`src/rtl/core/qsm_pkg.sv`:
```
// shared types, widths and codes of the quadrature speed meter
package qsm_pkg;

   localparam int COUNT_WIDTH    = 32;
   localparam int RPM_FRAC_BITS  = 8;
   localparam int PPS_WIDTH      = 24;
   localparam int RPM_WIDTH      = 40;
   localparam int CPR_WIDTH      = 24;
   localparam int WINDOW_WIDTH   = 16;
   localparam int DIR_WIDTH      = 2;
   localparam int CSR_IDX_WIDTH  = 8;
   localparam int CSR_DATA_WIDTH = 24;
   localparam int SCALE_WIDTH    = 6;
   localparam int NUM_WIDTH      = PPS_WIDTH + SCALE_WIDTH + RPM_FRAC_BITS;
   localparam int STEP_WIDTH     = $clog2(NUM_WIDTH);
   localparam int FIFO_DEPTH     = 4;
   localparam int FIFO_PTR_WIDTH = $clog2(FIFO_DEPTH);

   localparam logic [SCALE_WIDTH-1:0]    SECONDS_PER_MINUTE = 6'd60;
   localparam logic [CPR_WIDTH-1:0]      CPR_RESET          = 24'd1;
   localparam logic [WINDOW_WIDTH-1:0]   WINDOW_RESET       = 16'd1000;
   localparam logic [PPS_WIDTH-1:0]      PPS_MAX            = '1;

   localparam logic [CSR_IDX_WIDTH-1:0]  CSR_COUNTS_PER_REV = 8'd0;
   localparam logic [CSR_IDX_WIDTH-1:0]  CSR_WINDOW_MS      = 8'd1;

   localparam logic [DIR_WIDTH-1:0]      DIR_NONE = 2'b00;
   localparam logic [DIR_WIDTH-1:0]      DIR_FWD  = 2'b01;
   localparam logic [DIR_WIDTH-1:0]      DIR_REV  = 2'b11;

   typedef struct packed {
      logic [COUNT_WIDTH-1:0] position;
      logic [DIR_WIDTH-1:0]   direction;
      logic [COUNT_WIDTH-1:0] delta;
      logic                   window_done;
   } qsm_entry_type;

   typedef struct packed {
      logic full;
      logic empty;
   } qsm_fifo_status_type;

   typedef enum logic [1:0] {
      BK_IDLE,
      BK_SCALE,
      BK_DIVIDE,
      BK_EMIT
   } qsm_back_state_type;

endpackage

```
`src/rtl/core/qsm_if.sv`:
```
// request, response and register write channels of the quadrature speed meter
interface qsm_req_if import qsm_pkg::*; ();
   logic valid;
   logic ready;
   logic enc_a_level;
   logic enc_b_level;
   logic ms_tick;

   modport source (output valid, output enc_a_level, output enc_b_level, output ms_tick,
                   input ready);
   modport sink (input valid, input enc_a_level, input enc_b_level, input ms_tick,
                 output ready);
endinterface

interface qsm_rsp_if import qsm_pkg::*; ();
   logic                          valid;
   logic                          ready;
   logic signed [COUNT_WIDTH-1:0] position;
   logic signed [DIR_WIDTH-1:0]   direction;
   logic [PPS_WIDTH-1:0]          pulses_per_sec;
   logic [RPM_WIDTH-1:0]          rpm_fixed;
   logic                          window_done;

   modport source (output valid, output position, output direction, output pulses_per_sec,
                   output rpm_fixed, output window_done, input ready);
   modport sink (input valid, input position, input direction, input pulses_per_sec,
                 input rpm_fixed, input window_done, output ready);
endinterface

interface qsm_csr_if import qsm_pkg::*; ();
   logic                      valid;
   logic                      ready;
   logic [CSR_IDX_WIDTH-1:0]  reg_index;
   logic [CSR_DATA_WIDTH-1:0] data;

   modport source (output valid, output reg_index, output data, input ready);
   modport sink (input valid, input reg_index, input data, output ready);
endinterface

```
`src/rtl/core/qsm_fifo.sv`:
```
// short queue between the sample front and the speed back part
module qsm_fifo import qsm_pkg::*; (
   input  logic                clock,
   input  logic                reset,
   input  logic                push,
   input  qsm_entry_type       push_entry,
   input  logic                pop,
   output qsm_entry_type       head_entry,
   output qsm_fifo_status_type status
);

   qsm_entry_type               mem_ff [FIFO_DEPTH];
   logic [FIFO_PTR_WIDTH-1:0]   wr_ptr_ff, wr_ptr_in;
   logic [FIFO_PTR_WIDTH-1:0]   rd_ptr_ff, rd_ptr_in;
   logic [FIFO_PTR_WIDTH:0]     fill_ff, fill_in;

   always_comb begin
      status.full  = (fill_ff == (FIFO_PTR_WIDTH+1)'(FIFO_DEPTH));
      status.empty = (fill_ff == '0);
      head_entry   = mem_ff[rd_ptr_ff];
      wr_ptr_in    = push ? wr_ptr_ff + 1'b1 : wr_ptr_ff;
      rd_ptr_in    = pop ? rd_ptr_ff + 1'b1 : rd_ptr_ff;
      fill_in      = fill_ff;
      if (push && !pop) begin
         fill_in = fill_ff + 1'b1;
      end else if (pop && !push) begin
         fill_in = fill_ff - 1'b1;
      end
   end

   always_ff @(posedge clock) begin
      if (push) begin
         mem_ff[wr_ptr_ff] <= push_entry;
      end
   end

   always_ff @(posedge clock) begin
      if (reset) begin
         wr_ptr_ff <= '0;
         rd_ptr_ff <= '0;
         fill_ff   <= '0;
      end else begin
         wr_ptr_ff <= wr_ptr_in;
         rd_ptr_ff <= rd_ptr_in;
         fill_ff   <= fill_in;
      end
   end

endmodule

```
`src/rtl/core/qsm_front.sv`:
```
// sample front: edge decode, position count and window timing
module qsm_front import qsm_pkg::*; (
   input  logic                    clock,
   input  logic                    reset,
   qsm_req_if.sink                 req,
   input  logic [WINDOW_WIDTH-1:0] window_ms,
   input  logic                    fifo_full,
   output logic                    push,
   output qsm_entry_type           push_entry
);

   logic                    prev_a_ff, prev_a_in;
   logic                    prev_b_ff, prev_b_in;
   logic [COUNT_WIDTH-1:0]  count_ff, count_in;
   logic [COUNT_WIDTH-1:0]  delta_ff, delta_in;
   logic [DIR_WIDTH-1:0]    dir_ff, dir_in;
   logic [WINDOW_WIDTH-1:0] ticks_ff, ticks_in;

   logic                    rise_a, rise_b, step, step_up, close;
   logic [COUNT_WIDTH-1:0]  count_step, delta_step;
   logic [WINDOW_WIDTH-1:0] ticks_next;

   assign req.ready = !fifo_full;
   assign push      = req.valid && !fifo_full;

   always_comb begin
      rise_a  = req.enc_a_level && !prev_a_ff;
      rise_b  = req.enc_b_level && !prev_b_ff;
      // both rising: the two counts cancel, the channel b rule sets direction
      step    = rise_a ^ rise_b;
      step_up = rise_a ? (req.enc_a_level == req.enc_b_level)
                       : (req.enc_a_level != req.enc_b_level);

      count_step = count_ff;
      delta_step = delta_ff;
      dir_in     = dir_ff;
      if (rise_a && rise_b) begin
         dir_in = DIR_REV;
      end else if (step && step_up) begin
         count_step = count_ff + 1'b1;
         delta_step = delta_ff + 1'b1;
         dir_in     = DIR_FWD;
      end else if (step) begin
         count_step = count_ff - 1'b1;
         delta_step = delta_ff - 1'b1;
         dir_in     = DIR_REV;
      end

      ticks_next = (ticks_ff != '1) ? ticks_ff + 1'b1 : ticks_ff;
      close      = req.ms_tick && (ticks_next >= window_ms);
      ticks_in   = ticks_ff;
      if (close) begin
         ticks_in = '0;
      end else if (req.ms_tick) begin
         ticks_in = ticks_next;
      end

      count_in  = count_step;
      delta_in  = close ? '0 : delta_step;
      prev_a_in = req.enc_a_level;
      prev_b_in = req.enc_b_level;

      push_entry.position    = count_step;
      push_entry.direction   = dir_in;
      push_entry.delta       = delta_step;
      push_entry.window_done = close;
   end

   always_ff @(posedge clock) begin
      if (reset) begin
         prev_a_ff <= 1'b0;
         prev_b_ff <= 1'b0;
         count_ff  <= '0;
         delta_ff  <= '0;
         dir_ff    <= DIR_NONE;
         ticks_ff  <= '0;
      end else if (push) begin
         prev_a_ff <= prev_a_in;
         prev_b_ff <= prev_b_in;
         count_ff  <= count_in;
         delta_ff  <= delta_in;
         dir_ff    <= dir_in;
         ticks_ff  <= ticks_in;
      end
   end

endmodule

```
`src/rtl/core/qsm_back.sv`:
```
// speed back part: pulse rate, bit-serial rpm divide and response register
module qsm_back import qsm_pkg::*; (
   input  logic                 clock,
   input  logic                 reset,
   input  qsm_entry_type        head_entry,
   input  logic                 fifo_empty,
   output logic                 pop,
   input  logic [CPR_WIDTH-1:0] counts_per_rev,
   qsm_rsp_if.source            rsp
);

   qsm_back_state_type      state_ff, state_in;
   logic [PPS_WIDTH-1:0]    pps_ff, pps_in;
   logic [RPM_WIDTH-1:0]    rpm_ff, rpm_in;
   logic [COUNT_WIDTH-1:0]  pend_pos_ff, pend_pos_in;
   logic [DIR_WIDTH-1:0]    pend_dir_ff, pend_dir_in;
   logic [NUM_WIDTH-1:0]    num_ff, num_in;
   logic [NUM_WIDTH-1:0]    quot_ff, quot_in;
   logic [CPR_WIDTH-1:0]    rem_ff, rem_in;
   logic [STEP_WIDTH-1:0]   step_ff, step_in;

   logic                    out_valid_ff, out_valid_in;
   logic [COUNT_WIDTH-1:0]  out_pos_ff, out_pos_in;
   logic [DIR_WIDTH-1:0]    out_dir_ff, out_dir_in;
   logic [PPS_WIDTH-1:0]    out_pps_ff, out_pps_in;
   logic [RPM_WIDTH-1:0]    out_rpm_ff, out_rpm_in;
   logic                    out_done_ff, out_done_in;

   logic                    out_free;
   logic [COUNT_WIDTH-1:0]  mag;
   logic [CPR_WIDTH:0]      trial;
   logic                    fits;
   logic [RPM_WIDTH-1:0]    rpm_result;

   assign rsp.valid          = out_valid_ff;
   assign rsp.position       = out_pos_ff;
   assign rsp.direction      = out_dir_ff;
   assign rsp.pulses_per_sec = out_pps_ff;
   assign rsp.rpm_fixed      = out_rpm_ff;
   assign rsp.window_done    = out_done_ff;

   always_comb begin
      out_free = !out_valid_ff || rsp.ready;

      mag = head_entry.delta[COUNT_WIDTH-1] ? -head_entry.delta : head_entry.delta;

      trial = {rem_ff, num_ff[NUM_WIDTH-1]};
      fits  = (trial >= {1'b0, counts_per_rev});

      rpm_result = (counts_per_rev == '0) ? '0 : RPM_WIDTH'(quot_ff);

      state_in     = state_ff;
      pop          = 1'b0;
      pps_in       = pps_ff;
      rpm_in       = rpm_ff;
      pend_pos_in  = pend_pos_ff;
      pend_dir_in  = pend_dir_ff;
      num_in       = num_ff;
      quot_in      = quot_ff;
      rem_in       = rem_ff;
      step_in      = step_ff;
      out_valid_in = out_valid_ff && !rsp.ready;
      out_pos_in   = out_pos_ff;
      out_dir_in   = out_dir_ff;
      out_pps_in   = out_pps_ff;
      out_rpm_in   = out_rpm_ff;
      out_done_in  = out_done_ff;

      case (state_ff)
         BK_IDLE: begin
            if (!fifo_empty && !head_entry.window_done && out_free) begin
               pop          = 1'b1;
               out_valid_in = 1'b1;
               out_pos_in   = head_entry.position;
               out_dir_in   = head_entry.direction;
               out_pps_in   = pps_ff;
               out_rpm_in   = rpm_ff;
               out_done_in  = 1'b0;
            end else if (!fifo_empty && head_entry.window_done) begin
               pop         = 1'b1;
               pend_pos_in = head_entry.position;
               pend_dir_in = head_entry.direction;
               // magnitude of the window change, saturated to the rate width
               pps_in      = (mag[COUNT_WIDTH-1:PPS_WIDTH] != '0) ? PPS_MAX
                                                                 : mag[PPS_WIDTH-1:0];
               state_in    = BK_SCALE;
            end
         end
         BK_SCALE: begin
            num_in   = (NUM_WIDTH'(pps_ff) * NUM_WIDTH'(SECONDS_PER_MINUTE)) << RPM_FRAC_BITS;
            quot_in  = '0;
            rem_in   = '0;
            step_in  = STEP_WIDTH'(NUM_WIDTH - 1);
            state_in = BK_DIVIDE;
         end
         BK_DIVIDE: begin
            // restoring divide, one quotient bit per cycle
            rem_in  = fits ? CPR_WIDTH'(trial - {1'b0, counts_per_rev})
                           : trial[CPR_WIDTH-1:0];
            quot_in = {quot_ff[NUM_WIDTH-2:0], fits};
            num_in  = num_ff << 1;
            step_in = step_ff - 1'b1;
            if (step_ff == '0) begin
               state_in = BK_EMIT;
            end
         end
         BK_EMIT: begin
            if (out_free) begin
               rpm_in       = rpm_result;
               out_valid_in = 1'b1;
               out_pos_in   = pend_pos_ff;
               out_dir_in   = pend_dir_ff;
               out_pps_in   = pps_ff;
               out_rpm_in   = rpm_result;
               out_done_in  = 1'b1;
               state_in     = BK_IDLE;
            end
         end
         default: begin
            state_in = BK_IDLE;
         end
      endcase
   end

   always_ff @(posedge clock) begin
      if (reset) begin
         state_ff     <= BK_IDLE;
         pps_ff       <= '0;
         rpm_ff       <= '0;
         out_valid_ff <= 1'b0;
      end else begin
         state_ff     <= state_in;
         pps_ff       <= pps_in;
         rpm_ff       <= rpm_in;
         out_valid_ff <= out_valid_in;
      end
   end

   always_ff @(posedge clock) begin
      pend_pos_ff <= pend_pos_in;
      pend_dir_ff <= pend_dir_in;
      num_ff      <= num_in;
      quot_ff     <= quot_in;
      rem_ff      <= rem_in;
      step_ff     <= step_in;
      out_pos_ff  <= out_pos_in;
      out_dir_ff  <= out_dir_in;
      out_pps_ff  <= out_pps_in;
      out_rpm_ff  <= out_rpm_in;
      out_done_ff <= out_done_in;
   end

endmodule

```
`src/rtl/core/quadrature_speed_meter_top.sv`:
```
// Quadrature speed meter top level. Each request is one sample of encoder channels A and B
// with a millisecond tick flag, and each request yields exactly one response with position,
// last direction, pulses per second and rpm (8 fraction bits). Samples that close no window
// stream at one per clock while the back part is free. A sample that closes a window holds
// the back part in its scale, divide and emit states, the bit-serial rpm divider giving one
// quotient bit per cycle over 38 bits; a four-entry queue lets the front keep taking samples
// meanwhile, and responses always leave in request order. Register writes are always ready
// and are meant to be made only while the block is idle.
module quadrature_speed_meter_top import qsm_pkg::*; (
   input  logic      clock,
   input  logic      reset,
   qsm_req_if.sink   req_bus,
   qsm_rsp_if.source rsp_bus,
   qsm_csr_if.sink   csr_bus
);

   logic [CPR_WIDTH-1:0]    counts_per_rev_ff, counts_per_rev_in;
   logic [WINDOW_WIDTH-1:0] window_ms_ff, window_ms_in;

   logic                    push, pop;
   qsm_entry_type           push_entry, head_entry;
   qsm_fifo_status_type     fifo_status;

   assign csr_bus.ready = 1'b1;

   always_comb begin
      counts_per_rev_in = counts_per_rev_ff;
      window_ms_in      = window_ms_ff;
      if (csr_bus.valid) begin
         case (csr_bus.reg_index)
            CSR_COUNTS_PER_REV: counts_per_rev_in = csr_bus.data[CPR_WIDTH-1:0];
            CSR_WINDOW_MS:      window_ms_in      = csr_bus.data[WINDOW_WIDTH-1:0];
            default: begin
            end
         endcase
      end
   end

   always_ff @(posedge clock) begin
      if (reset) begin
         counts_per_rev_ff <= CPR_RESET;
         window_ms_ff      <= WINDOW_RESET;
      end else begin
         counts_per_rev_ff <= counts_per_rev_in;
         window_ms_ff      <= window_ms_in;
      end
   end

   qsm_front u_front (
      .clock      (clock),
      .reset      (reset),
      .req        (req_bus),
      .window_ms  (window_ms_ff),
      .fifo_full  (fifo_status.full),
      .push       (push),
      .push_entry (push_entry)
   );

   qsm_fifo u_fifo (
      .clock      (clock),
      .reset      (reset),
      .push       (push),
      .push_entry (push_entry),
      .pop        (pop),
      .head_entry (head_entry),
      .status     (fifo_status)
   );

   qsm_back u_back (
      .clock          (clock),
      .reset          (reset),
      .head_entry     (head_entry),
      .fifo_empty     (fifo_status.empty),
      .pop            (pop),
      .counts_per_rev (counts_per_rev_ff),
      .rsp            (rsp_bus)
   );

endmodule
```
`src/flat_wrapper.sv`:
```
// flat-port wrapper written by rule: the top's interface ports become plain ports
module quadrature_speed_meter_top_flat import qsm_pkg::*;
  (clock, reset, req_bus_valid, req_bus_enc_a_level, req_bus_enc_b_level, req_bus_ms_tick, req_bus_ready, rsp_bus_valid, rsp_bus_position, rsp_bus_direction, rsp_bus_pulses_per_sec, rsp_bus_rpm_fixed, rsp_bus_window_done, rsp_bus_ready, csr_bus_valid, csr_bus_reg_index, csr_bus_data, csr_bus_ready);
  qsm_req_if req_bus_i ();
  qsm_rsp_if rsp_bus_i ();
  qsm_csr_if csr_bus_i ();
  input  logic clock;
  input  logic reset;
  input wire logic [$bits(req_bus_i.valid)-1:0] req_bus_valid;
  input wire logic [$bits(req_bus_i.enc_a_level)-1:0] req_bus_enc_a_level;
  input wire logic [$bits(req_bus_i.enc_b_level)-1:0] req_bus_enc_b_level;
  input wire logic [$bits(req_bus_i.ms_tick)-1:0] req_bus_ms_tick;
  output wire logic [$bits(req_bus_i.ready)-1:0] req_bus_ready;
  output wire logic [$bits(rsp_bus_i.valid)-1:0] rsp_bus_valid;
  output wire logic [$bits(rsp_bus_i.position)-1:0] rsp_bus_position;
  output wire logic [$bits(rsp_bus_i.direction)-1:0] rsp_bus_direction;
  output wire logic [$bits(rsp_bus_i.pulses_per_sec)-1:0] rsp_bus_pulses_per_sec;
  output wire logic [$bits(rsp_bus_i.rpm_fixed)-1:0] rsp_bus_rpm_fixed;
  output wire logic [$bits(rsp_bus_i.window_done)-1:0] rsp_bus_window_done;
  input wire logic [$bits(rsp_bus_i.ready)-1:0] rsp_bus_ready;
  input wire logic [$bits(csr_bus_i.valid)-1:0] csr_bus_valid;
  input wire logic [$bits(csr_bus_i.reg_index)-1:0] csr_bus_reg_index;
  input wire logic [$bits(csr_bus_i.data)-1:0] csr_bus_data;
  output wire logic [$bits(csr_bus_i.ready)-1:0] csr_bus_ready;
  assign req_bus_i.valid = req_bus_valid;
  assign req_bus_i.enc_a_level = req_bus_enc_a_level;
  assign req_bus_i.enc_b_level = req_bus_enc_b_level;
  assign req_bus_i.ms_tick = req_bus_ms_tick;
  assign req_bus_ready = req_bus_i.ready;
  assign rsp_bus_valid = rsp_bus_i.valid;
  assign rsp_bus_position = rsp_bus_i.position;
  assign rsp_bus_direction = rsp_bus_i.direction;
  assign rsp_bus_pulses_per_sec = rsp_bus_i.pulses_per_sec;
  assign rsp_bus_rpm_fixed = rsp_bus_i.rpm_fixed;
  assign rsp_bus_window_done = rsp_bus_i.window_done;
  assign rsp_bus_i.ready = rsp_bus_ready;
  assign csr_bus_i.valid = csr_bus_valid;
  assign csr_bus_i.reg_index = csr_bus_reg_index;
  assign csr_bus_i.data = csr_bus_data;
  assign csr_bus_ready = csr_bus_i.ready;
  quadrature_speed_meter_top u_core (.clock(clock), .reset(reset), .req_bus(req_bus_i), .rsp_bus(rsp_bus_i), .csr_bus(csr_bus_i));
endmodule
```
`config.mk`:
```
export PLATFORM = sky130hd
export DESIGN_NAME = quadrature_speed_meter_top_flat
export DESIGN_NICKNAME = d
export VERILOG_FILES = /design/src/rtl/core/qsm_pkg.sv /design/src/rtl/core/qsm_if.sv /design/src/rtl/core/qsm_fifo.sv /design/src/rtl/core/qsm_front.sv /design/src/rtl/core/qsm_back.sv /design/src/rtl/core/quadrature_speed_meter_top.sv /design/src/flat_wrapper.sv
export SDC_FILE = /design/constraint.sdc
export NUM_CORES = 1
export LEC_CHECK = 0
export ABC_AREA = 1
export BUFFER_PORTS_ARGS = -buffer_cell sky130_fd_sc_hd__buf_2
export CORE_AREA = 3 3 300 302
export DETAILED_ROUTE_END_ITERATION = 6
export DIE_AREA = 0 0 303 305
export PLACE_DENSITY = 0.52
export SYNTH_ARGS = -nofsm -noshare
export SYNTH_HDL_FRONTEND = slang
export SYNTH_SLANG_ARGS = --single-unit
```
`constraint.sdc`:
```
create_clock -name clock -period 9.3 [get_ports clock]
set_input_delay 0.93 -clock clock [delete_from_list [all_inputs] [get_ports clock]]
set_output_delay 0.93 -clock clock [all_outputs]
set_load 0.1 [all_outputs]
```
==> results by group, run 1 <==
Detailed routing
  – DRC violations left: 9
  – TritonRoute pass-1 iters: 7
  – Post-route antenna net violation count: 0
  – First DRT Iteration DRCs: about 1900
  – Mean routed wirelength per cell: about 17 µm
  – Routed via count: 26031
  – Routed Wire Length: roughly 90 mm
  – Vias/cell: 5.02

CTS
  – # Post-CTS Setup Buffers: 0
  – Quantity of hold-fixing buffers added after cts: 0
  – Insertion delay to the later sink of the worst-skew pair: 640 ps
  – Clock tree from TritonCTS: built
  – Post-cts resize count: 0
  – Maximum level of the CTS H-tree: 3
  – Clk slew on worst S/H paths: about 60 ps
  – Sink count of the clock tree: 693
  – Max Buffers Root-to-Sink: 3
  – Clk Tree Root Cell: clkbuf_16
  – Num CTS Buffers: about 80

Place
  – Hpwl dp: a little under 60 mm
  – Number of placed cells counting well taps: 5043
  – Count of port buffers added during placement: about 140
  – Routability-driven placement congestion ratio: a little under 0.9

Setup path
  – Master of the slowest instance on the critical path: buf_4
  – End of the worst register-to-register path: u_core.u_back.pps_ff[1]
  – Reg2reg setup slack: 4990 ps
  – Most prevalent standard cell on the critical path: nand2_1
  – Crit path max fanout: 70
  – R2R depth: 15
  – WS Path Type: reg2reg
  – WP data arrival: 4820 ps
  – Capturing element of the worst setup path: u_core.u_back.pps_ff[1]
  – Nature of the critical path startpoint: flop
  – Biggest cell delay along the critical path: around 700 ps
  – Element type at the critical path end: flop
  – Cells traversed along the worst timing path: inv_4 > buf_4 > nand2_1 > nand3_1 > nand2_1 > inv_2 > nand2_1 > nand3_1 > nand2_1 > nand2_1 > nand3_1 > nor2_4 > nand3_1 > nand2_1 > inv_1
  – Critical path data required time: ~9800 ps

Global route
  – Wire length of the first global-routing pass: about 140 mm
  – Remaining Overflow, GRT: 0
  – Maximum number of pins on one net before global-route repair: 83
  – Via count of the first global-routing pass: 24127
  – Initial antenna violation count: 2
  – GRT Total Usage: 18.7%

Worst hold path
  – Path class of the lowest-slack min-delay path: reg2reg
  – Critical hold path startpoint: u_core.u_fifo.rd_ptr_ff[1]

Synthesis
  – Post-Synthesis Cells: 3892
  – Avg Synthesized Cell Area: around 9 µm²
  – Proportion of synthesized chip area in sequential cells: a little over half
  – Most used flip-flop cell after synthesis: edfxtp_1
  – Share of flip-flops with an asynchronous set or reset after synthesis: 0%
  – Flip-flop and latch count after synthesis: around 700
  – Number of flops mapped to enable cells by yosys: just under 500
  – Cell Area, Synth: about 35000 µm²
  – Warnings, synthesis: 0
  – Yosys cell types: between 50 and 60

Timing
  – Fin crit period: between 4000 and 5000 ps
  – Total count of max-transition violations in the final report: 0
  – Setup repair after global routing missed its margin: false
  – Post-Route Skew: 38.0 ps
  – Final period util: between 40% and 50%
  – Number of endpoints with negative hold slack in the final report: 0
  – Peak Freq: 232 MHz
  – Relative slew slack: approximately 28%
  – Final setup viols: 0
  – Setup Total Neg Slack: 0 ps
  – Actual transition at the worst max-transition pin: about 1100 ps

Floorplan
  – Die height: roughly 310 µm
  – Starting Density: between 30 and 40%
  – Area of the placeable core: about 88000 µm²
  – Count of standard-cell rows: between 100 and 150
  – Top-level port count: 142
  – Die width: between 300 and 400 µm
  – DIE AREA: 92400 µm²

Layout
  – Post-route insts no fill: slightly above 5000
  – Post-layout net count: a little over 4000
  – Fraction of final layout cells with drive strength greater than 1: between 8 and 9%
  – Fin util: 44.6%
  – Layout fillers: 8553
  – Area growth from synthesis to layout: 12.5%

Power
  – Leak Pwr: about 16 nW
  – Power density over the cells: 388 nW/µm²
  – Worst vdd rail ir drop: 0.000294 V
  – Power Total: about 0.015 W

Run status
  – Outcome: finished, violations left
  – Violations in the final reports: DRC

Job
  – Max_cap viols: 0
## power by group
part | internal (W) | leakage (nW) | total [W] | switching (W)
registers | 0.00459 | 6.28 | 0.00498 | 0.000388
logic | 0.00185 | 8.55 | 0.00701 | 0.00516
clock network | 0.00193 | 1.33 | 0.00322 | 0.00129
## worst min-delay path by stage
stage | end | slack [ps] | cells after the start
global route | flop | 470 | 1
global placement | flop | 420 | 1
CTS | flop | 440 | 1
detailed placement | flop | 430 | 1
finish | flop | 440 | 1
floorplan | u_core.u_back.rsp.pulses_per_sec[10] | 410 | 0
## Yosys cell counts (7+ instances only)
master,instances,area (µm²)
o21a_1,8,60.1
nor2_1,306,1150
buf_2,20,100
buf_4,9,67.6
nor4_1,12,75.1
nand4_1,62,388
nand3_1,217,1090
a31oi_1,12,75.1
clkbuf_1,135,507
fa_1,47,941
nor3_1,42,210
dfxtp_1,198,3960
inv_2,7,26.3
buf_6,10,113
a22oi_1,15,113
o21ai_0,350,1750
a21o_1,10,75.1
ha_1,88,1100
inv_1,432,1620
o211ai_1,13,97.6
or2_2,12,75.1
edfxtp_1,495,14900
nand2_1,889,3340
xor2_1,68,596
a21oi_1,301,1510
xnor2_1,24,210
o22ai_1,37,231
## worst max-delay path: cells and delay by family (launching register included)
kind          cells  cell delay [ps]
buf+inv           4             1890
flops             1              460
simple gates     11             1790
## stage by stage
stage               cell area, µm²  worst slack, ps  hold slack, ps
finish                       39200             4990             444
global route                 39200             4490             472
CTS                          39200             4900             437
detailed placement           36500             4530             429
global placement             36500             4640             420
floorplan                    34900             4190             408
## flip-flops by register name (all words and copies together) (netlist names), 28 cells and up, named ones only
| register | count |
|---|---|
| u_core.u_back.num_ff | 28 |
| u_core.u_back.pend_pos_ff | 32 |
| u_core.u_back.quot_ff | 38 |
| u_core.u_back.rpm_ff | 38 |
| u_core.u_back.rsp.position | 32 |
| u_core.u_back.rsp.rpm_fixed | 38 |
| u_core.u_fifo.mem_ff | 268 |
| u_core.u_front.count_ff | 32 |
| u_core.u_front.delta_ff | 32 |
## area by class of cell
cell class	instances	area, µm²	area share (%)
diodes	2	5.00	0.0128
clock buffers	98	2140	5.45
clock inverters	47	586	1.49
inverters	442	1660	4.24
multi-input cells	2578	13700	34.8
flip-flops and latches	693	18800	48.0
well taps	1165	1460	3.71
repair buffers	165	896	2.28
## placed cells by master (no fill, tap or decap), types with 11 or more instances in the layout
master     Yosys  layout
nand3_1      217     217
or2_2         12      12
nor3_1        42      42
nor2_1       306     301
xor2_1        68      68
a22oi_1       15      15
clkbuf_1     135      11
clkbuf_16      0      80
ha_1          88      86
o21ai_0      350     350
o211ai_1      13      13
buf_4          9      28
nand4_1       62      62
fa_1          47      47
inv_1        432     430
dfxtp_1      198     196
nor4_1        12      12
o22ai_1       37      37
nand2_1      889     887
a31oi_1       12      12
clkinv_1       2      12
clkinv_2       0      18
a21oi_1      301     301
edfxtp_1     495     495
xnor2_1       24      24
buf_2         20     137
## per-layer routing
| metal | vias to the layer above | track usage [%] | wire (µm) |
|---|---|---|---|
| met5 | - | 0 | 0 |
| met4 | 0 | 5.19 | 1770 |
| met3 | 116 | 2.53 | 3810 |
| met2 | 490 | 28.2 | 38400 |
| met1 | 12179 | 27.9 | 43500 |
| li1 | 13246 | - | - |
## kinds of logic after synthesis
logic type | after synthesis | share of synthesized area, %
simple gates | 1572 | 18.8
mux | 1 | 0.0323
fa+ha+maj | 135 | 5.85
compound gates | 775 | 11.9
flops | 693 | 54.0
xor+xnor | 92 | 2.31
buf+inv | 622 | 7.09
other cells | 2 | 0.0215
No activity file was read; power rests on OpenSTA's default activity.
==> inputs of run 2 (changes only) <==
Clock period 9.3 ns to 4.3 ns, I/O delays scaled along.
==> results by group, run 2 (synthesized netlist as in run 1, its figures left out) <==
Setup path
  – Element type at the critical path end: flop
  – Nature of the critical path startpoint: flop
  – Crit path max fanout: 6
  – R2R depth: 18
  – Cells traversed along the worst timing path: inv_1 > fa_1 > fa_1 > inv_1 > ha_1 > nand3_1 > nand2_1 > inv_1 > nor2_1 > nor2_1 > o21ai_0 > a21oi_1 > o21ai_1 > nand2_1 > nand2_1 > nand2_1 > nand3_1 > nand2_1
  – Master of the slowest instance on the critical path: fa_1
  – WS Path Type: reg2reg
  – Most prevalent standard cell on the critical path: nand2_1
  – Biggest cell delay along the critical path: 510 ps
  – Critical path data required time: 4660 ps
  – WP data arrival: ~4200 ps

Place
  – Count of port buffers added during placement: 138
  – Routability-driven placement congestion ratio: between 0.8 and 0.9
  – Hpwl dp: around 59 mm
  – Number of placed cells counting well taps: approximately 5100
  – Dpl ws: ~210 ps

Timing
  – Relative slew slack: 26.8%
  – Total count of max-transition violations in the final report: 0
  – Setup repair after global routing missed its margin: false
  – PnR worst setup slack: 514 ps
  – Peak Freq: between 200 and 300 MHz
  – Fin crit period: about 3800 ps
  – Final setup viols: 0
  – Final period util: approximately nine tenths
  – Post-Route Skew: 42.4 ps
  – Number of endpoints with negative hold slack in the final report: 0
  – Actual transition at the worst max-transition pin: 1100 ps

Job
  – Max_cap viols: 0

Detailed routing
  – Post-route antenna net violation count: 0
  – Mean routed wirelength per cell: ~17 µm
  – TritonRoute pass-1 iters: 6
  – DRC violations left: 0
  – Routed Wire Length: between 80 and 90 mm
  – First DRT Iteration DRCs: 2159
  – Vias/cell: 5.00
  – Routed via count: ~26000

Worst hold path
  – Path class of the lowest-slack min-delay path: in2reg
  – Number of cells on the worst hold path: 3

Layout
  – Number of flip-flops under the largest register name: 268
  – Number of antenna cells inserted: 0
  – Commonest cells after routing, fill and taps aside: nand2_1, edfxtp_1, inv_1, o21ai_0, a21oi_1
  – Fraction of final layout cells with drive strength greater than 1: between 8 and 9%
  – Area growth from synthesis to layout: 12.9%
  – Reg with most FFs: u_core.u_fifo.mem_ff
  – Most common library cell in the layout ignoring fill and taps: nand2_1
  – Post-route insts no fill: approximately 5200
  – Post-layout net count: 4158

Floorplan
  – Top-level port count: about 140
  – Count of standard-cell rows: roughly 110
  – Die height: between 300 and 400 µm
  – Die width: around 300 µm
  – Starting Density: 39.7%
  – DIE AREA: about 90000 µm²
  – Area of the placeable core: around 88000 µm²

Power
  – Clk network pwr share: about a fifth
  – Power density over the cells: 831 nW/µm²
  – Sw frac: between 40% and 50%
  – Power Total: 0.0327 W
  – Worst vdd rail ir drop: just under 0.0007 V
  – Proportion of power drawn by flip-flops and latches: about 33%
  – Internal power consumption: 0.0180 W
  – Leak Pwr: 16.2 nW
  – Net switching power: between 0.01 and 0.015 W
  – Share of power burned in combinational logic: approximately 47%

Global route
  – Remaining Overflow, GRT: 0
  – Wire length of the first global-routing pass: 138 mm
  – Maximum number of pins on one net before global-route repair: 83
  – Initial antenna violation count: 2
  – Via count of the first global-routing pass: ~25000
  – GRT Total Usage: 18.7%

CTS
  – Clk Tree Root Cell: clkbuf_16
  – Insertion delay to the later sink of the worst-skew pair: roughly 650 ps
  – Clk slew on worst S/H paths: about 60 ps
  – Clock tree from TritonCTS: built
  – Sink count of the clock tree: a little under 700
  – Maximum level of the CTS H-tree: 3
  – Max Buffers Root-to-Sink: 3
  – Num CTS Buffers: 77

Run status
  – Outcome: complete, no violations
==> run 2: cell types whose count changed in the layout (fill, tap and decap cells not counted), sizes merged <==
cell / change
diode: -2
bufinv: -3
dlygate4sd3: +5
clkinv: -10
buf: +21
inv: +2
clkinvlp: +3
clkbuf: +7
==> run 2: metal layers <==
metal / global-route usage [%] / up-vias / part of all wire (%)
met3: 2.47 / 117 / 4.6
met2: 28.5 / 539 / 44
met5: 0 / - / 0
met4: 4.87 / 0 / 2.0
met1: 27.9 / 12141 / 50
li1: - / 13276 / -
==> run 2: layout make-up <==
class,count,area (µm²)
Clock buffer,105,2130
Clock inverter,39,488
Fill cell,8559,48600
Inverter,442,1660
Multi-Input combinational cell,2578,13700
Sequential cell,693,18800
Tap cell,1165,1460
Timing Repair Buffer,191,1130
==> run 2: path summary, 6_finish.rpt <==
check	start	to	slack, ps
setup / recovery	u_core.u_back.pps_ff[2]	u_core.u_back.num_ff[34]	510
setup reg to reg	u_core.u_back.pps_ff[2]	u_core.u_back.num_ff[34]	510
hold / removal	req_bus_enc_a_level	u_core.u_front.prev_a_ff	70
hold reg to reg	u_core.u_back.pps_ff[14]	u_core.u_back.rsp.pulses_per_sec[14]	420
==> run 2: power by group through the flow <==
stage | logic (W) | registers [W] | clock network (W)
floorplan | 0.00925 | 0.0134 | 0
global placement | 0.0153 | 0.0109 | 0
detailed placement | 0.0153 | 0.0109 | 0
CTS | 0.0154 | 0.0107 | 0.00692
global route | 0.0172 | 0.0109 | 0.00720
finish | 0.0153 | 0.0107 | 0.00673
==> run 2: what timing repair did <==
| action | 4_1_cts | 5_1_grt |
|---|---|---|
| setup endpoints to repair | 0 | 22 |
| hold endpoints to repair | 5 | 0 |
| hold buffers | 5 | 0 |
| buffers inserted | 0 | 0 |
| gates resized for setup | 0 | 4 |
==> run 2: per-stage QoR <==
stage	util (%)	TNS (ps)	hold WS, ps	instance area, µm²
floorplan	-	-216910	408	34900
global placement	41.7	0	410	36700
detailed placement	41.7	0	413	36700
CTS	44.8	0	24.2	39400
global route	44.8	0	46.4	39400
finish	44.8	0	67.2	39400
==> run 2: critical path, delay by kind of cell (launching register included) <==
| family | cells | cell delay, ps |
|---|---|---|
| flops | 1 | 380 |
| fa+ha+maj | 3 | 1380 |
| buf+inv | 3 | 220 |
| simple gates | 9 | 720 |
| compound gates | 3 | 820 |
